### config.mk
export PLATFORM = sky130hd
export DESIGN_NAME = mouse_look_direction_flat
export DESIGN_NICKNAME = d
export VERILOG_FILES = /design/src/rtl/mld_pkg.sv /design/src/rtl/mld_if.sv /design/src/rtl/mouse_look_direction.sv /design/src/flat_wrapper.sv
export SDC_FILE = /design/constraint.sdc
export NUM_CORES = 2
export LEC_CHECK = 0
export ABC_AREA = 1
export BUFFER_PORTS_ARGS = -buffer_cell sky130_fd_sc_hd__buf_2
export CELL_PAD_IN_SITES_DETAIL_PLACEMENT = 0
export CELL_PAD_IN_SITES_GLOBAL_PLACEMENT = 1
export CORE_ASPECT_RATIO = 1.5
export CORE_UTILIZATION = 40
export CTS_BUF_LIST = sky130_fd_sc_hd__clkbuf_8 sky130_fd_sc_hd__clkbuf_16
export CTS_CLUSTER_DIAMETER = 50
export DETAILED_ROUTE_END_ITERATION = 16
export GPL_TIMING_DRIVEN = 0
export PLACE_DENSITY_LB_ADDON = 0.08
export SLEW_MARGIN = 20
export SYNTH_ARGS = -nofsm -noshare
export SYNTH_HDL_FRONTEND = slang
export SYNTH_SLANG_ARGS = --single-unit
export TNS_END_PERCENT = 1
### constraint.sdc
create_clock -name clk_i -period 11.4 [get_ports clk_i]
set_input_delay 0.57 -clock clk_i [delete_from_list [all_inputs] [get_ports clk_i]]
set_output_delay 0.57 -clock clk_i [all_outputs]
set_load 0.02 [all_outputs]
### src/rtl/mld_pkg.sv
`timescale 1ns / 1ps
package mld_pkg;

  // Angle units of 1/256 degree
  localparam int unsigned FullTurn    = 92160;
  localparam int unsigned QuarterTurn = 23040;
  localparam int unsigned HalfTurn    = 46080;
  localparam int unsigned ThreeQuarter = 69120;

  // Offset that keeps the yaw sum positive before the wrap: FullTurn * 2^12
  localparam logic [30:0] WRAP_OFFSET = 31'd377487360;
  localparam int unsigned WRAP_STEPS  = 14;

  // Serial multiply lengths
  localparam int unsigned SENS_W   = 12;
  localparam int unsigned LIMIT_W  = 15;
  localparam int unsigned CW       = 33;
  localparam int unsigned PW       = 2 * CW;

  // Rotation constants
  localparam int unsigned ROT_STEPS = 16;
  localparam logic signed [CW-1:0] CORDIC_GAIN = 33'sd652032874;
  localparam logic signed [24:0] ATAN_TAB [ROT_STEPS] = '{
    25'sd2949120, 25'sd1740967, 25'sd919879, 25'sd466945,
    25'sd234379,  25'sd117304,  25'sd58666,  25'sd29335,
    25'sd14668,   25'sd7334,    25'sd3667,   25'sd1833,
    25'sd917,     25'sd458,     25'sd229,    25'sd115
  };

  // Register indexes
  localparam logic [7:0] REG_SENSITIVITY = 8'd0;
  localparam logic [7:0] REG_PITCH_LIMIT = 8'd1;

  // Reset values
  localparam logic [SENS_W-1:0]  SENS_RESET  = 12'd128;
  localparam logic [LIMIT_W-1:0] LIMIT_RESET = 15'd22784;

  typedef enum logic [3:0] {
    ST_IDLE,
    ST_MUL,
    ST_SUM,
    ST_WRAP,
    ST_SETUP,
    ST_ROT,
    ST_MAP,
    ST_PROD,
    ST_DONE
  } state_e;

endpackage

### src/rtl/mld_if.sv
`timescale 1ns / 1ps
interface mld_req_if;
  logic               valid;
  logic               ready;
  logic signed [15:0] pos_x;
  logic signed [15:0] pos_y;
  modport source (output valid, pos_x, pos_y, input ready);
  modport sink (input valid, pos_x, pos_y, output ready);
endinterface

interface mld_rsp_if;
  logic               valid;
  logic               ready;
  logic signed [15:0] dir_x;
  logic signed [15:0] dir_y;
  logic signed [15:0] dir_z;
  logic [16:0]        yaw_out;
  logic signed [15:0] pitch_out;
  modport source (output valid, dir_x, dir_y, dir_z, yaw_out, pitch_out, input ready);
  modport sink (input valid, dir_x, dir_y, dir_z, yaw_out, pitch_out, output ready);
endinterface

interface mld_cfg_if;
  logic        valid;
  logic        ready;
  logic [7:0]  index;
  logic [15:0] data;
  modport source (output valid, index, data, input ready);
  modport sink (input valid, index, data, output ready);
endinterface

### src/rtl/mouse_look_direction.sv
`timescale 1ns / 1ps
// Sequence: request accept, 12-bit gain multiply, 14 yaw wrap steps, 16 rotation
//   steps, 33 product steps and control states; a stalled result holds in ST_DONE.
// Requests: one at a time; a new request is taken only in ST_IDLE, after the result
//   is loaded; the serial product of the two 33-bit cosine/sine words is the longest phase.
// Reset: async active low; angles and last position clear, first-sample flag
//   sets, sensitivity 128 and pitch limit 22784 load.
module mouse_look_direction (
  input  logic          clk_i,
  input  logic          rst_ni,
  mld_req_if.sink       req_i,
  mld_rsp_if.source     rsp_o,
  mld_cfg_if.sink       cfg_i
);
  import mld_pkg::*;

  state_e state_q, state_d;
  logic [5:0] cnt_q, cnt_d;

  logic [SENS_W-1:0]  sens_q;
  logic [LIMIT_W-1:0] limit_q;
  logic signed [15:0] last_x_q, last_y_q;
  logic               first_q;
  logic [16:0]        yaw_q;
  logic signed [15:0] pitch_q;
  logic               rsp_valid_q;

  logic signed [28:0] mul_acc_q [2];
  logic signed [28:0] mul_mc_q [2];
  logic [SENS_W-1:0]  sens_sh_q;
  logic [29:0]        wrap_q;

  logic signed [CW-1:0] x_q [2];
  logic signed [CW-1:0] y_q [2];
  logic signed [24:0]   z_q [2];
  logic [1:0]           quad_q [2];

  logic signed [PW-1:0] prod_q [2];
  logic signed [PW-1:0] pmc_q [2];
  logic [CW-1:0]        cp_sh_q;
  logic signed [CW-1:0] sp_q;

  logic signed [15:0] dir_x_q, dir_y_q, dir_z_q;
  logic [16:0]        yaw_out_q;
  logic signed [15:0] pitch_out_q;

  logic signed [16:0] dx, dy;
  logic signed [30:0] wrap_sum;
  logic signed [29:0] pitch_sum, lim_s;
  logic [15:0]        lim;
  logic [29:0]        wrap_thr;
  logic [16:0]        ang [2];
  logic [1:0]         quad [2];
  logic [16:0]        rem [2];
  logic signed [CW-1:0] x_d [2];
  logic signed [CW-1:0] y_d [2];
  logic signed [24:0]   z_d [2];
  logic signed [CW-1:0] cos_m [2];
  logic signed [CW-1:0] sin_m [2];
  logic signed [33:0]   ry;
  logic signed [PW-1:0] rx, rz;
  logic                 req_acc, rsp_load;

  function automatic logic signed [15:0] sat16(input logic signed [PW-1:0] v);
    if (v > 66'sd32767) return 16'sd32767;
    else if (v < -66'sd32768) return -16'sd32768;
    else return v[15:0];
  endfunction

  assign req_acc  = req_i.valid && req_i.ready;
  assign rsp_load = (state_q == ST_DONE) && (!rsp_valid_q || rsp_o.ready);

  // Pointer deltas; the first sample seeds the last position
  assign dx = first_q ? 17'sd0 : 17'(req_i.pos_x) - 17'(last_x_q);
  assign dy = first_q ? 17'sd0 : 17'(last_y_q) - 17'(req_i.pos_y);

  // Angle sums and clamp
  assign wrap_sum  = $signed({14'd0, yaw_q}) + 31'(mul_acc_q[0]) + $signed(WRAP_OFFSET);
  assign lim       = (limit_q > 15'(QuarterTurn)) ? 16'(QuarterTurn) : {1'b0, limit_q};
  assign lim_s     = $signed({14'd0, lim});
  assign pitch_sum = 30'(pitch_q) + 30'(mul_acc_q[1]);
  assign wrap_thr  = 30'(FullTurn) << cnt_q[3:0];

  // Split angles into quadrant and remainder
  assign ang[0] = wrap_q[16:0];
  assign ang[1] = pitch_q[15] ? 17'(pitch_q) + 17'(FullTurn) : 17'(pitch_q);
  always_comb begin
    for (int i = 0; i < 2; i++) begin
      if (ang[i] >= 17'(ThreeQuarter)) begin
        quad[i] = 2'd3; rem[i] = ang[i] - 17'(ThreeQuarter);
      end else if (ang[i] >= 17'(HalfTurn)) begin
        quad[i] = 2'd2; rem[i] = ang[i] - 17'(HalfTurn);
      end else if (ang[i] >= 17'(QuarterTurn)) begin
        quad[i] = 2'd1; rem[i] = ang[i] - 17'(QuarterTurn);
      end else begin
        quad[i] = 2'd0; rem[i] = ang[i];
      end
    end
  end

  // One rotation step per unit
  always_comb begin
    for (int i = 0; i < 2; i++) begin
      if (!z_q[i][24]) begin
        x_d[i] = x_q[i] - (y_q[i] >>> cnt_q[3:0]);
        y_d[i] = y_q[i] + (x_q[i] >>> cnt_q[3:0]);
        z_d[i] = z_q[i] - ATAN_TAB[cnt_q[3:0]];
      end else begin
        x_d[i] = x_q[i] + (y_q[i] >>> cnt_q[3:0]);
        y_d[i] = y_q[i] - (x_q[i] >>> cnt_q[3:0]);
        z_d[i] = z_q[i] + ATAN_TAB[cnt_q[3:0]];
      end
    end
  end

  // Map quadrant by sign swaps
  always_comb begin
    for (int i = 0; i < 2; i++) begin
      case (quad_q[i])
        2'd0: begin cos_m[i] = x_q[i];  sin_m[i] = y_q[i];  end
        2'd1: begin cos_m[i] = -y_q[i]; sin_m[i] = x_q[i];  end
        2'd2: begin cos_m[i] = -x_q[i]; sin_m[i] = -y_q[i]; end
        default: begin cos_m[i] = y_q[i]; sin_m[i] = -x_q[i]; end
      endcase
    end
  end

  // Round to Q1.15
  assign ry = (34'(sp_q) + 34'sd16384) >>> 15;
  assign rx = (prod_q[0] + (66'sd1 <<< 44)) >>> 45;
  assign rz = (prod_q[1] + (66'sd1 <<< 44)) >>> 45;

  // Next state
  always_comb begin
    state_d = state_q;
    cnt_d   = cnt_q;
    unique case (state_q)
      ST_IDLE: if (req_acc) begin
        state_d = ST_MUL; cnt_d = '0;
      end
      ST_MUL: if (cnt_q == 6'(SENS_W - 1)) state_d = ST_SUM;
              else cnt_d = cnt_q + 6'd1;
      ST_SUM: begin
        state_d = ST_WRAP; cnt_d = 6'(WRAP_STEPS - 1);
      end
      ST_WRAP: if (cnt_q == '0) state_d = ST_SETUP;
               else cnt_d = cnt_q - 6'd1;
      ST_SETUP: begin
        state_d = ST_ROT; cnt_d = '0;
      end
      ST_ROT: if (cnt_q == 6'(ROT_STEPS - 1)) state_d = ST_MAP;
              else cnt_d = cnt_q + 6'd1;
      ST_MAP: begin
        state_d = ST_PROD; cnt_d = '0;
      end
      ST_PROD: if (cnt_q == 6'(CW - 1)) state_d = ST_DONE;
               else cnt_d = cnt_q + 6'd1;
      ST_DONE: if (rsp_load) state_d = ST_IDLE;
      default: state_d = ST_IDLE;
    endcase
  end

  // Handshake outputs
  always_comb begin
    req_i.ready     = (state_q == ST_IDLE);
    cfg_i.ready     = 1'b1;
    rsp_o.valid     = rsp_valid_q;
    rsp_o.dir_x     = dir_x_q;
    rsp_o.dir_y     = dir_y_q;
    rsp_o.dir_z     = dir_z_q;
    rsp_o.yaw_out   = yaw_out_q;
    rsp_o.pitch_out = pitch_out_q;
  end

  // Control and architectural state
  always_ff @(posedge clk_i or negedge rst_ni) begin
    if (!rst_ni) begin
      state_q     <= ST_IDLE;
      cnt_q       <= '0;
      sens_q      <= SENS_RESET;
      limit_q     <= LIMIT_RESET;
      last_x_q    <= '0;
      last_y_q    <= '0;
      first_q     <= 1'b1;
      yaw_q       <= '0;
      pitch_q     <= '0;
      rsp_valid_q <= 1'b0;
    end else begin
      state_q <= state_d;
      cnt_q   <= cnt_d;
      if (cfg_i.valid && cfg_i.ready) begin
        if (cfg_i.index == REG_SENSITIVITY) sens_q <= cfg_i.data[SENS_W-1:0];
        else if (cfg_i.index == REG_PITCH_LIMIT) limit_q <= cfg_i.data[LIMIT_W-1:0];
      end
      if (req_acc) begin
        last_x_q <= req_i.pos_x;
        last_y_q <= req_i.pos_y;
        first_q  <= 1'b0;
      end
      if (state_q == ST_SUM) begin
        if (pitch_sum > lim_s) pitch_q <= 16'(lim_s);
        else if (pitch_sum < -lim_s) pitch_q <= 16'(-lim_s);
        else pitch_q <= 16'(pitch_sum);
      end
      if (state_q == ST_SETUP) yaw_q <= wrap_q[16:0];
      if (rsp_load) rsp_valid_q <= 1'b1;
      else if (rsp_o.ready) rsp_valid_q <= 1'b0;
    end
  end

  // Datapath
  always_ff @(posedge clk_i) begin
    case (state_q)
      ST_IDLE: if (req_acc) begin
        mul_mc_q[0]  <= 29'(dx);
        mul_mc_q[1]  <= 29'(dy);
        mul_acc_q[0] <= '0;
        mul_acc_q[1] <= '0;
        sens_sh_q    <= sens_q;
      end
      ST_MUL: begin
        for (int i = 0; i < 2; i++) begin
          if (sens_sh_q[0]) mul_acc_q[i] <= mul_acc_q[i] + mul_mc_q[i];
          mul_mc_q[i] <= mul_mc_q[i] <<< 1;
        end
        sens_sh_q <= sens_sh_q >> 1;
      end
      ST_SUM: wrap_q <= wrap_sum[29:0];
      ST_WRAP: if (wrap_q >= wrap_thr) wrap_q <= wrap_q - wrap_thr;
      ST_SETUP: begin
        for (int i = 0; i < 2; i++) begin
          x_q[i]    <= CORDIC_GAIN;
          y_q[i]    <= '0;
          z_q[i]    <= $signed({2'b00, rem[i][14:0], 8'd0});
          quad_q[i] <= quad[i];
        end
      end
      ST_ROT: begin
        for (int i = 0; i < 2; i++) begin
          x_q[i] <= x_d[i];
          y_q[i] <= y_d[i];
          z_q[i] <= z_d[i];
        end
      end
      ST_MAP: begin
        pmc_q[0]  <= PW'(cos_m[0]);
        pmc_q[1]  <= PW'(sin_m[0]);
        prod_q[0] <= '0;
        prod_q[1] <= '0;
        cp_sh_q   <= cos_m[1];
        sp_q      <= sin_m[1];
      end
      ST_PROD: begin
        for (int i = 0; i < 2; i++) begin
          if (cp_sh_q[0]) begin
            if (cnt_q == 6'(CW - 1)) prod_q[i] <= prod_q[i] - pmc_q[i];
            else prod_q[i] <= prod_q[i] + pmc_q[i];
          end
          pmc_q[i] <= pmc_q[i] <<< 1;
        end
        cp_sh_q <= cp_sh_q >> 1;
      end
      ST_DONE: if (rsp_load) begin
        dir_x_q     <= sat16(rx);
        dir_y_q     <= sat16(PW'(ry));
        dir_z_q     <= sat16(rz);
        yaw_out_q   <= yaw_q;
        pitch_out_q <= pitch_q;
      end
      default: ;
    endcase
  end

`ifndef SYNTHESIS
  a_yaw_range: assert property (@(posedge clk_i) disable iff (!rst_ni)
    rsp_o.valid |-> (rsp_o.yaw_out < 17'd92160))
    else $error("yaw out of range");
  a_pitch_range: assert property (@(posedge clk_i) disable iff (!rst_ni)
    rsp_o.valid |-> (rsp_o.pitch_out <= 16'sd23040 && rsp_o.pitch_out >= -16'sd23040))
    else $error("pitch out of range");
  a_busy_after_accept: assert property (@(posedge clk_i) disable iff (!rst_ni)
    (req_i.valid && req_i.ready) |=> !req_i.ready)
    else $error("request taken while busy");
`endif

endmodule

### src/flat_wrapper.sv
// flat-port wrapper written by rule: the top's interface ports become plain ports
module mouse_look_direction_flat import mld_pkg::*;
  (clk_i, rst_ni, req_i_valid, req_i_pos_x, req_i_pos_y, req_i_ready, rsp_o_valid, rsp_o_dir_x, rsp_o_dir_y, rsp_o_dir_z, rsp_o_yaw_out, rsp_o_pitch_out, rsp_o_ready, cfg_i_valid, cfg_i_index, cfg_i_data, cfg_i_ready);
  mld_req_if req_i_i ();
  mld_rsp_if rsp_o_i ();
  mld_cfg_if cfg_i_i ();
  input  logic clk_i;
  input  logic rst_ni;
  input wire logic [$bits(req_i_i.valid)-1:0] req_i_valid;
  input wire logic [$bits(req_i_i.pos_x)-1:0] req_i_pos_x;
  input wire logic [$bits(req_i_i.pos_y)-1:0] req_i_pos_y;
  output wire logic [$bits(req_i_i.ready)-1:0] req_i_ready;
  output wire logic [$bits(rsp_o_i.valid)-1:0] rsp_o_valid;
  output wire logic [$bits(rsp_o_i.dir_x)-1:0] rsp_o_dir_x;
  output wire logic [$bits(rsp_o_i.dir_y)-1:0] rsp_o_dir_y;
  output wire logic [$bits(rsp_o_i.dir_z)-1:0] rsp_o_dir_z;
  output wire logic [$bits(rsp_o_i.yaw_out)-1:0] rsp_o_yaw_out;
  output wire logic [$bits(rsp_o_i.pitch_out)-1:0] rsp_o_pitch_out;
  input wire logic [$bits(rsp_o_i.ready)-1:0] rsp_o_ready;
  input wire logic [$bits(cfg_i_i.valid)-1:0] cfg_i_valid;
  input wire logic [$bits(cfg_i_i.index)-1:0] cfg_i_index;
  input wire logic [$bits(cfg_i_i.data)-1:0] cfg_i_data;
  output wire logic [$bits(cfg_i_i.ready)-1:0] cfg_i_ready;
  assign req_i_i.valid = req_i_valid;
  assign req_i_i.pos_x = req_i_pos_x;
  assign req_i_i.pos_y = req_i_pos_y;
  assign req_i_ready = req_i_i.ready;
  assign rsp_o_valid = rsp_o_i.valid;
  assign rsp_o_dir_x = rsp_o_i.dir_x;
  assign rsp_o_dir_y = rsp_o_i.dir_y;
  assign rsp_o_dir_z = rsp_o_i.dir_z;
  assign rsp_o_yaw_out = rsp_o_i.yaw_out;
  assign rsp_o_pitch_out = rsp_o_i.pitch_out;
  assign rsp_o_i.ready = rsp_o_ready;
  assign cfg_i_i.valid = cfg_i_valid;
  assign cfg_i_i.index = cfg_i_index;
  assign cfg_i_i.data = cfg_i_data;
  assign cfg_i_ready = cfg_i_i.ready;
  mouse_look_direction u_core (.clk_i(clk_i), .rst_ni(rst_ni), .req_i(req_i_i), .rsp_o(rsp_o_i), .cfg_i(cfg_i_i));
endmodule
==> flow_metrics.env <==
export IMPL_place_congestion=1.03
export IMPL_nNetsFinal=12900
export IMPL_netlist_top_cells_area="edfxtp_1 27%, nand2_1 11%, ha_1 9.2%, inv_1 7.7%, a21oi_1 6.6%"
export IMPL_ioPinCount=145
export IMPL_hold_viol_final=0
export IMPL_synth_top_family_by_area="simple AND/OR/NAND/NOR gates"
export IMPL_tritoncts="done"
export IMPL_drt_iter0_markers=5659
export IMPL_post_dp_hpwl_um=322000
export IMPL_synthArstFlopShare_pct=12.3
export IMPL_status="completed"
export IMPL_synth_cells=11900
export IMPL_antenna_found_initial=4
export IMPL_slowest_stage="nor2_1"
export IMPL_cts_buffers=140
export IMPL_yosys_area_share_simple_pct=24.2
export IMPL_fp_dieW_um=373
export IMPL_syn_nets=12600
export IMPL_initial_utilization_pct=40.2
export IMPL_core_area_um2=206000
export IMPL_crit_family="buffers and inverters"
export IMPL_wl_per_cell_um=25.8
export IMPL_synth_compound_area_share_pct=20.8
export IMPL_fillerInstances=21500
export IMPL_max_stage_delay_ps=810
export IMPL_syn_area_per_cell_um2=6.95
export IMPL_fmax_ghz=0.112
export IMPL_grt_pass1_vias=85300
export IMPL_holdPathStages=3
export IMPL_path_buf_inv=12
export IMPL_wl_met3_um=16500
export IMPL_synth_xor_area_share_pct=4.78
export IMPL_crit_path_frequent_cell="o21ai_1"
export IMPL_worstReg2RegStart="u_core.cnt_q[1]$_DFFE_PN0P_"
export IMPL_setup_viol=0
export IMPL_cts_path_max_buffers=4
export IMPL_wl_um=387000
export IMPL_max_cap_violations=0
export IMPL_instances_no_fill=15000
export IMPL_insertion_delay_ps=830
export IMPL_clk_pin_slew_worst_paths_ps=60
export IMPL_synth_top_area_cell="edfxtp_1"
export IMPL_dp_cells=14800
export IMPL_die_area_um2=209000
export IMPL_clockRootBuffer="clkbuf_16"
export IMPL_hold_end="u_core.sens_q[6]$_DFFE_PN0P_"
export IMPL_drive_gt1_share_pct=6.71
export IMPL_grt_max_degree=64
export IMPL_vias=85400
export IMPL_area_delta_synth_final_pct=11.9
export IMPL_synth_top_area_share_pct=26.9
export IMPL_post_route_min_period_ps=8900
export IMPL_min_period_over_period_pct=78.1
export IMPL_setup_tns_final_ps=0
export IMPL_relSlewSlack_pct=13.0
export IMPL_cp_arrival_ps=9490
export IMPL_rr_endpoint="u_core.prod_q[0][46]$_SDFFCE_PP0P_"
export IMPL_rsz0062_at_grt="false"
export IMPL_postCtsSetupRepairBufs=0
export IMPL_slew_viol_final=0
export IMPL_hp_class="input pin to flip-flop"
export IMPL_drt_met1_wl_um=126000
export IMPL_critPathLaunchType="flip-flop"
export IMPL_tightestPinTransition_ps=1290
export IMPL_drc=0
export IMPL_synth_mux_area_share_pct=0.651
export IMPL_fin_skew_ps=59.8
export IMPL_cp_max_fo=11
export IMPL_clock_sinks=845
export IMPL_grt_overflow_total=0
export IMPL_synth_ff_type="edfxtp_1"
export IMPL_syn_area_um2=82800
export IMPL_grt_first_pass_wirelength_um=554000
export IMPL_synth_edf_count=741
export IMPL_worstHoldStart="cfg_i_data[6]"
export IMPL_synth_fa_ha_area_share_pct=9.56
export IMPL_synth_cell_types=84
export IMPL_io_buffers=142
export IMPL_topRoutingLayerUsed="met5"
export IMPL_synth_common_cells="2434 x nand2_1, 1689 x inv_1, 1212 x nor2_1"
export IMPL_h_tree_depth=4
export IMPL_synth_warnings=0
export IMPL_die_h_um=559
export IMPL_synth_seq_cells=845
export IMPL_worst_hold_slack_ps=39.9
export IMPL_viasPerCell=5.68
export IMPL_regArea_um2=24900
export IMPL_reg2reg_depth=32
export IMPL_detail_route_first_pass_iterations=7
export IMPL_cp_end_kind="flip-flop"
export IMPL_synth_seq_area_share_pct=30.0
export IMPL_met2_length_um=199000
export IMPL_track_usage_pct=35.9
export IMPL_ant_nets=0
export IMPL_synth_most_common_cell="nand2_1"
export IMPL_required_ps=11990
export IMPL_multi_input_comb_area_um2=49800
export IMPL_fp_row_count=204
export IMPL_r2r_slack_ps=2500
export IMPL_crit_type="flip-flop to flip-flop"
==> registers in the layout (all words and copies together), names as in the netlist, 17 cells and up <==
name                  count
u_core.rsp_o.yaw_out     17
u_core.cp_sh_q           33
u_core.yaw_q             17
u_core.prod_q           132
u_core.sp_q              19
u_core.x_q               66
u_core.mul_acc_q         58
u_core.y_q               66
u_core.wrap_q            30
u_core.z_q               50
u_core.mul_mc_q          58
u_core.pmc_q            132
==> kinds of logic after synthesis <==
group,count (synthesis)
adders and majority gates,623
other,1
buffers and inverters,2099
xor gates and xnor gates,452
muxes,49
DFF,845
AOI/OAI and AO/OA,3068
and+or+nand+nor,4771
==> through the flow <==
stage	cell area [um^2]	utilization, %	worst slack, ps
floorplan	82800	-	797
global placement	86800	42.2	-9800
detailed placement	87700	42.6	2640
CTS	92600	45.0	2640
global route	92600	45.0	2340
finish	92600	45.0	2500
==> worst register-to-register path: cells and delay by family, from the launching register on <==
| family | cells | cell delay, ps |
|---|---|---|
| DFF | 1 | 570 |
| buffers and inverters | 12 | 3110 |
| AOI/OAI and AO/OA | 8 | 2200 |
| and+or+nand+nor | 9 | 2050 |
| xor gates and xnor gates | 1 | 180 |
| adders and majority gates | 2 | 570 |
==> how the worst max path moves through the flow <==
stage / from / end / slack [ps] / depth (start not counted)
2_1_floorplan: u_core.state_q[3]$_DFFE_PN0P_ / u_core.prod_q[0][0]$_SDFFCE_PP0P_ / 800 / 5
3_5_place_dp: u_core.cnt_q[1]$_DFFE_PN0P_ / u_core.prod_q[0][39]$_SDFFCE_PP0P_ / 2640 / 27
3_3_place_gp: u_core.state_q[2]$_DFFE_PN0P_ / u_core.prod_q[1][39]$_DFFE_PP_ / -9800 / 6
5_1_grt: u_core.cnt_q[1]$_DFFE_PN0P_ / u_core.prod_q[0][46]$_SDFFCE_PP0P_ / 2340 / 32
4_1_cts: u_core.cnt_q[1]$_DFFE_PN0P_ / u_core.prod_q[0][39]$_SDFFCE_PP0P_ / 2640 / 27
6_report: u_core.cnt_q[1]$_DFFE_PN0P_ / u_core.prod_q[0][46]$_SDFFCE_PP0P_ / 2500 / 32
==> cell usage in the layout, fill, tap and decap left out, types with 219 or more instances in the layout <==
| cell | instances |
|---|---|
| nand2_1 | 2430 |
| inv_1 | 1701 |
| nor2_1 | 1205 |
| a21oi_1 | 1090 |
| o21ai_0 | 1061 |
| edfxtp_1 | 741 |
| ha_1 | 607 |
| nand3_1 | 508 |
| xor2_1 | 364 |
| clkbuf_1 | 234 |
| o21ai_1 | 219 |
==> layout make-up <==
class | count | area share, %
inverters | 1722 | 6.98
well taps | 2678 | 3.62
diodes | 3 | 0.00811
flip-flops and latches | 845 | 26.8
repair buffers | 194 | 1.80
clock inverters | 101 | 1.18
plain buffers | 377 | 1.92
clock buffers | 145 | 3.87
multi-input cells | 8964 | 53.8
==> metal layers <==
layer,GRT usage (%),up-vias
li1,-,41000
met1,32.9,40100
met2,67.4,2980
met3,4.26,1322
met4,35.6,2
met5,0,-
==> what timing repair did <==
action | CTS | global route
endpoints found under the hold margin | 60 | 0
resized for setup | 0 | 0
hold buffers | 19 | 0
Power is not shown: default switching activity piles up to over one toggle a cycle in this logic, so the estimate is an artifact.
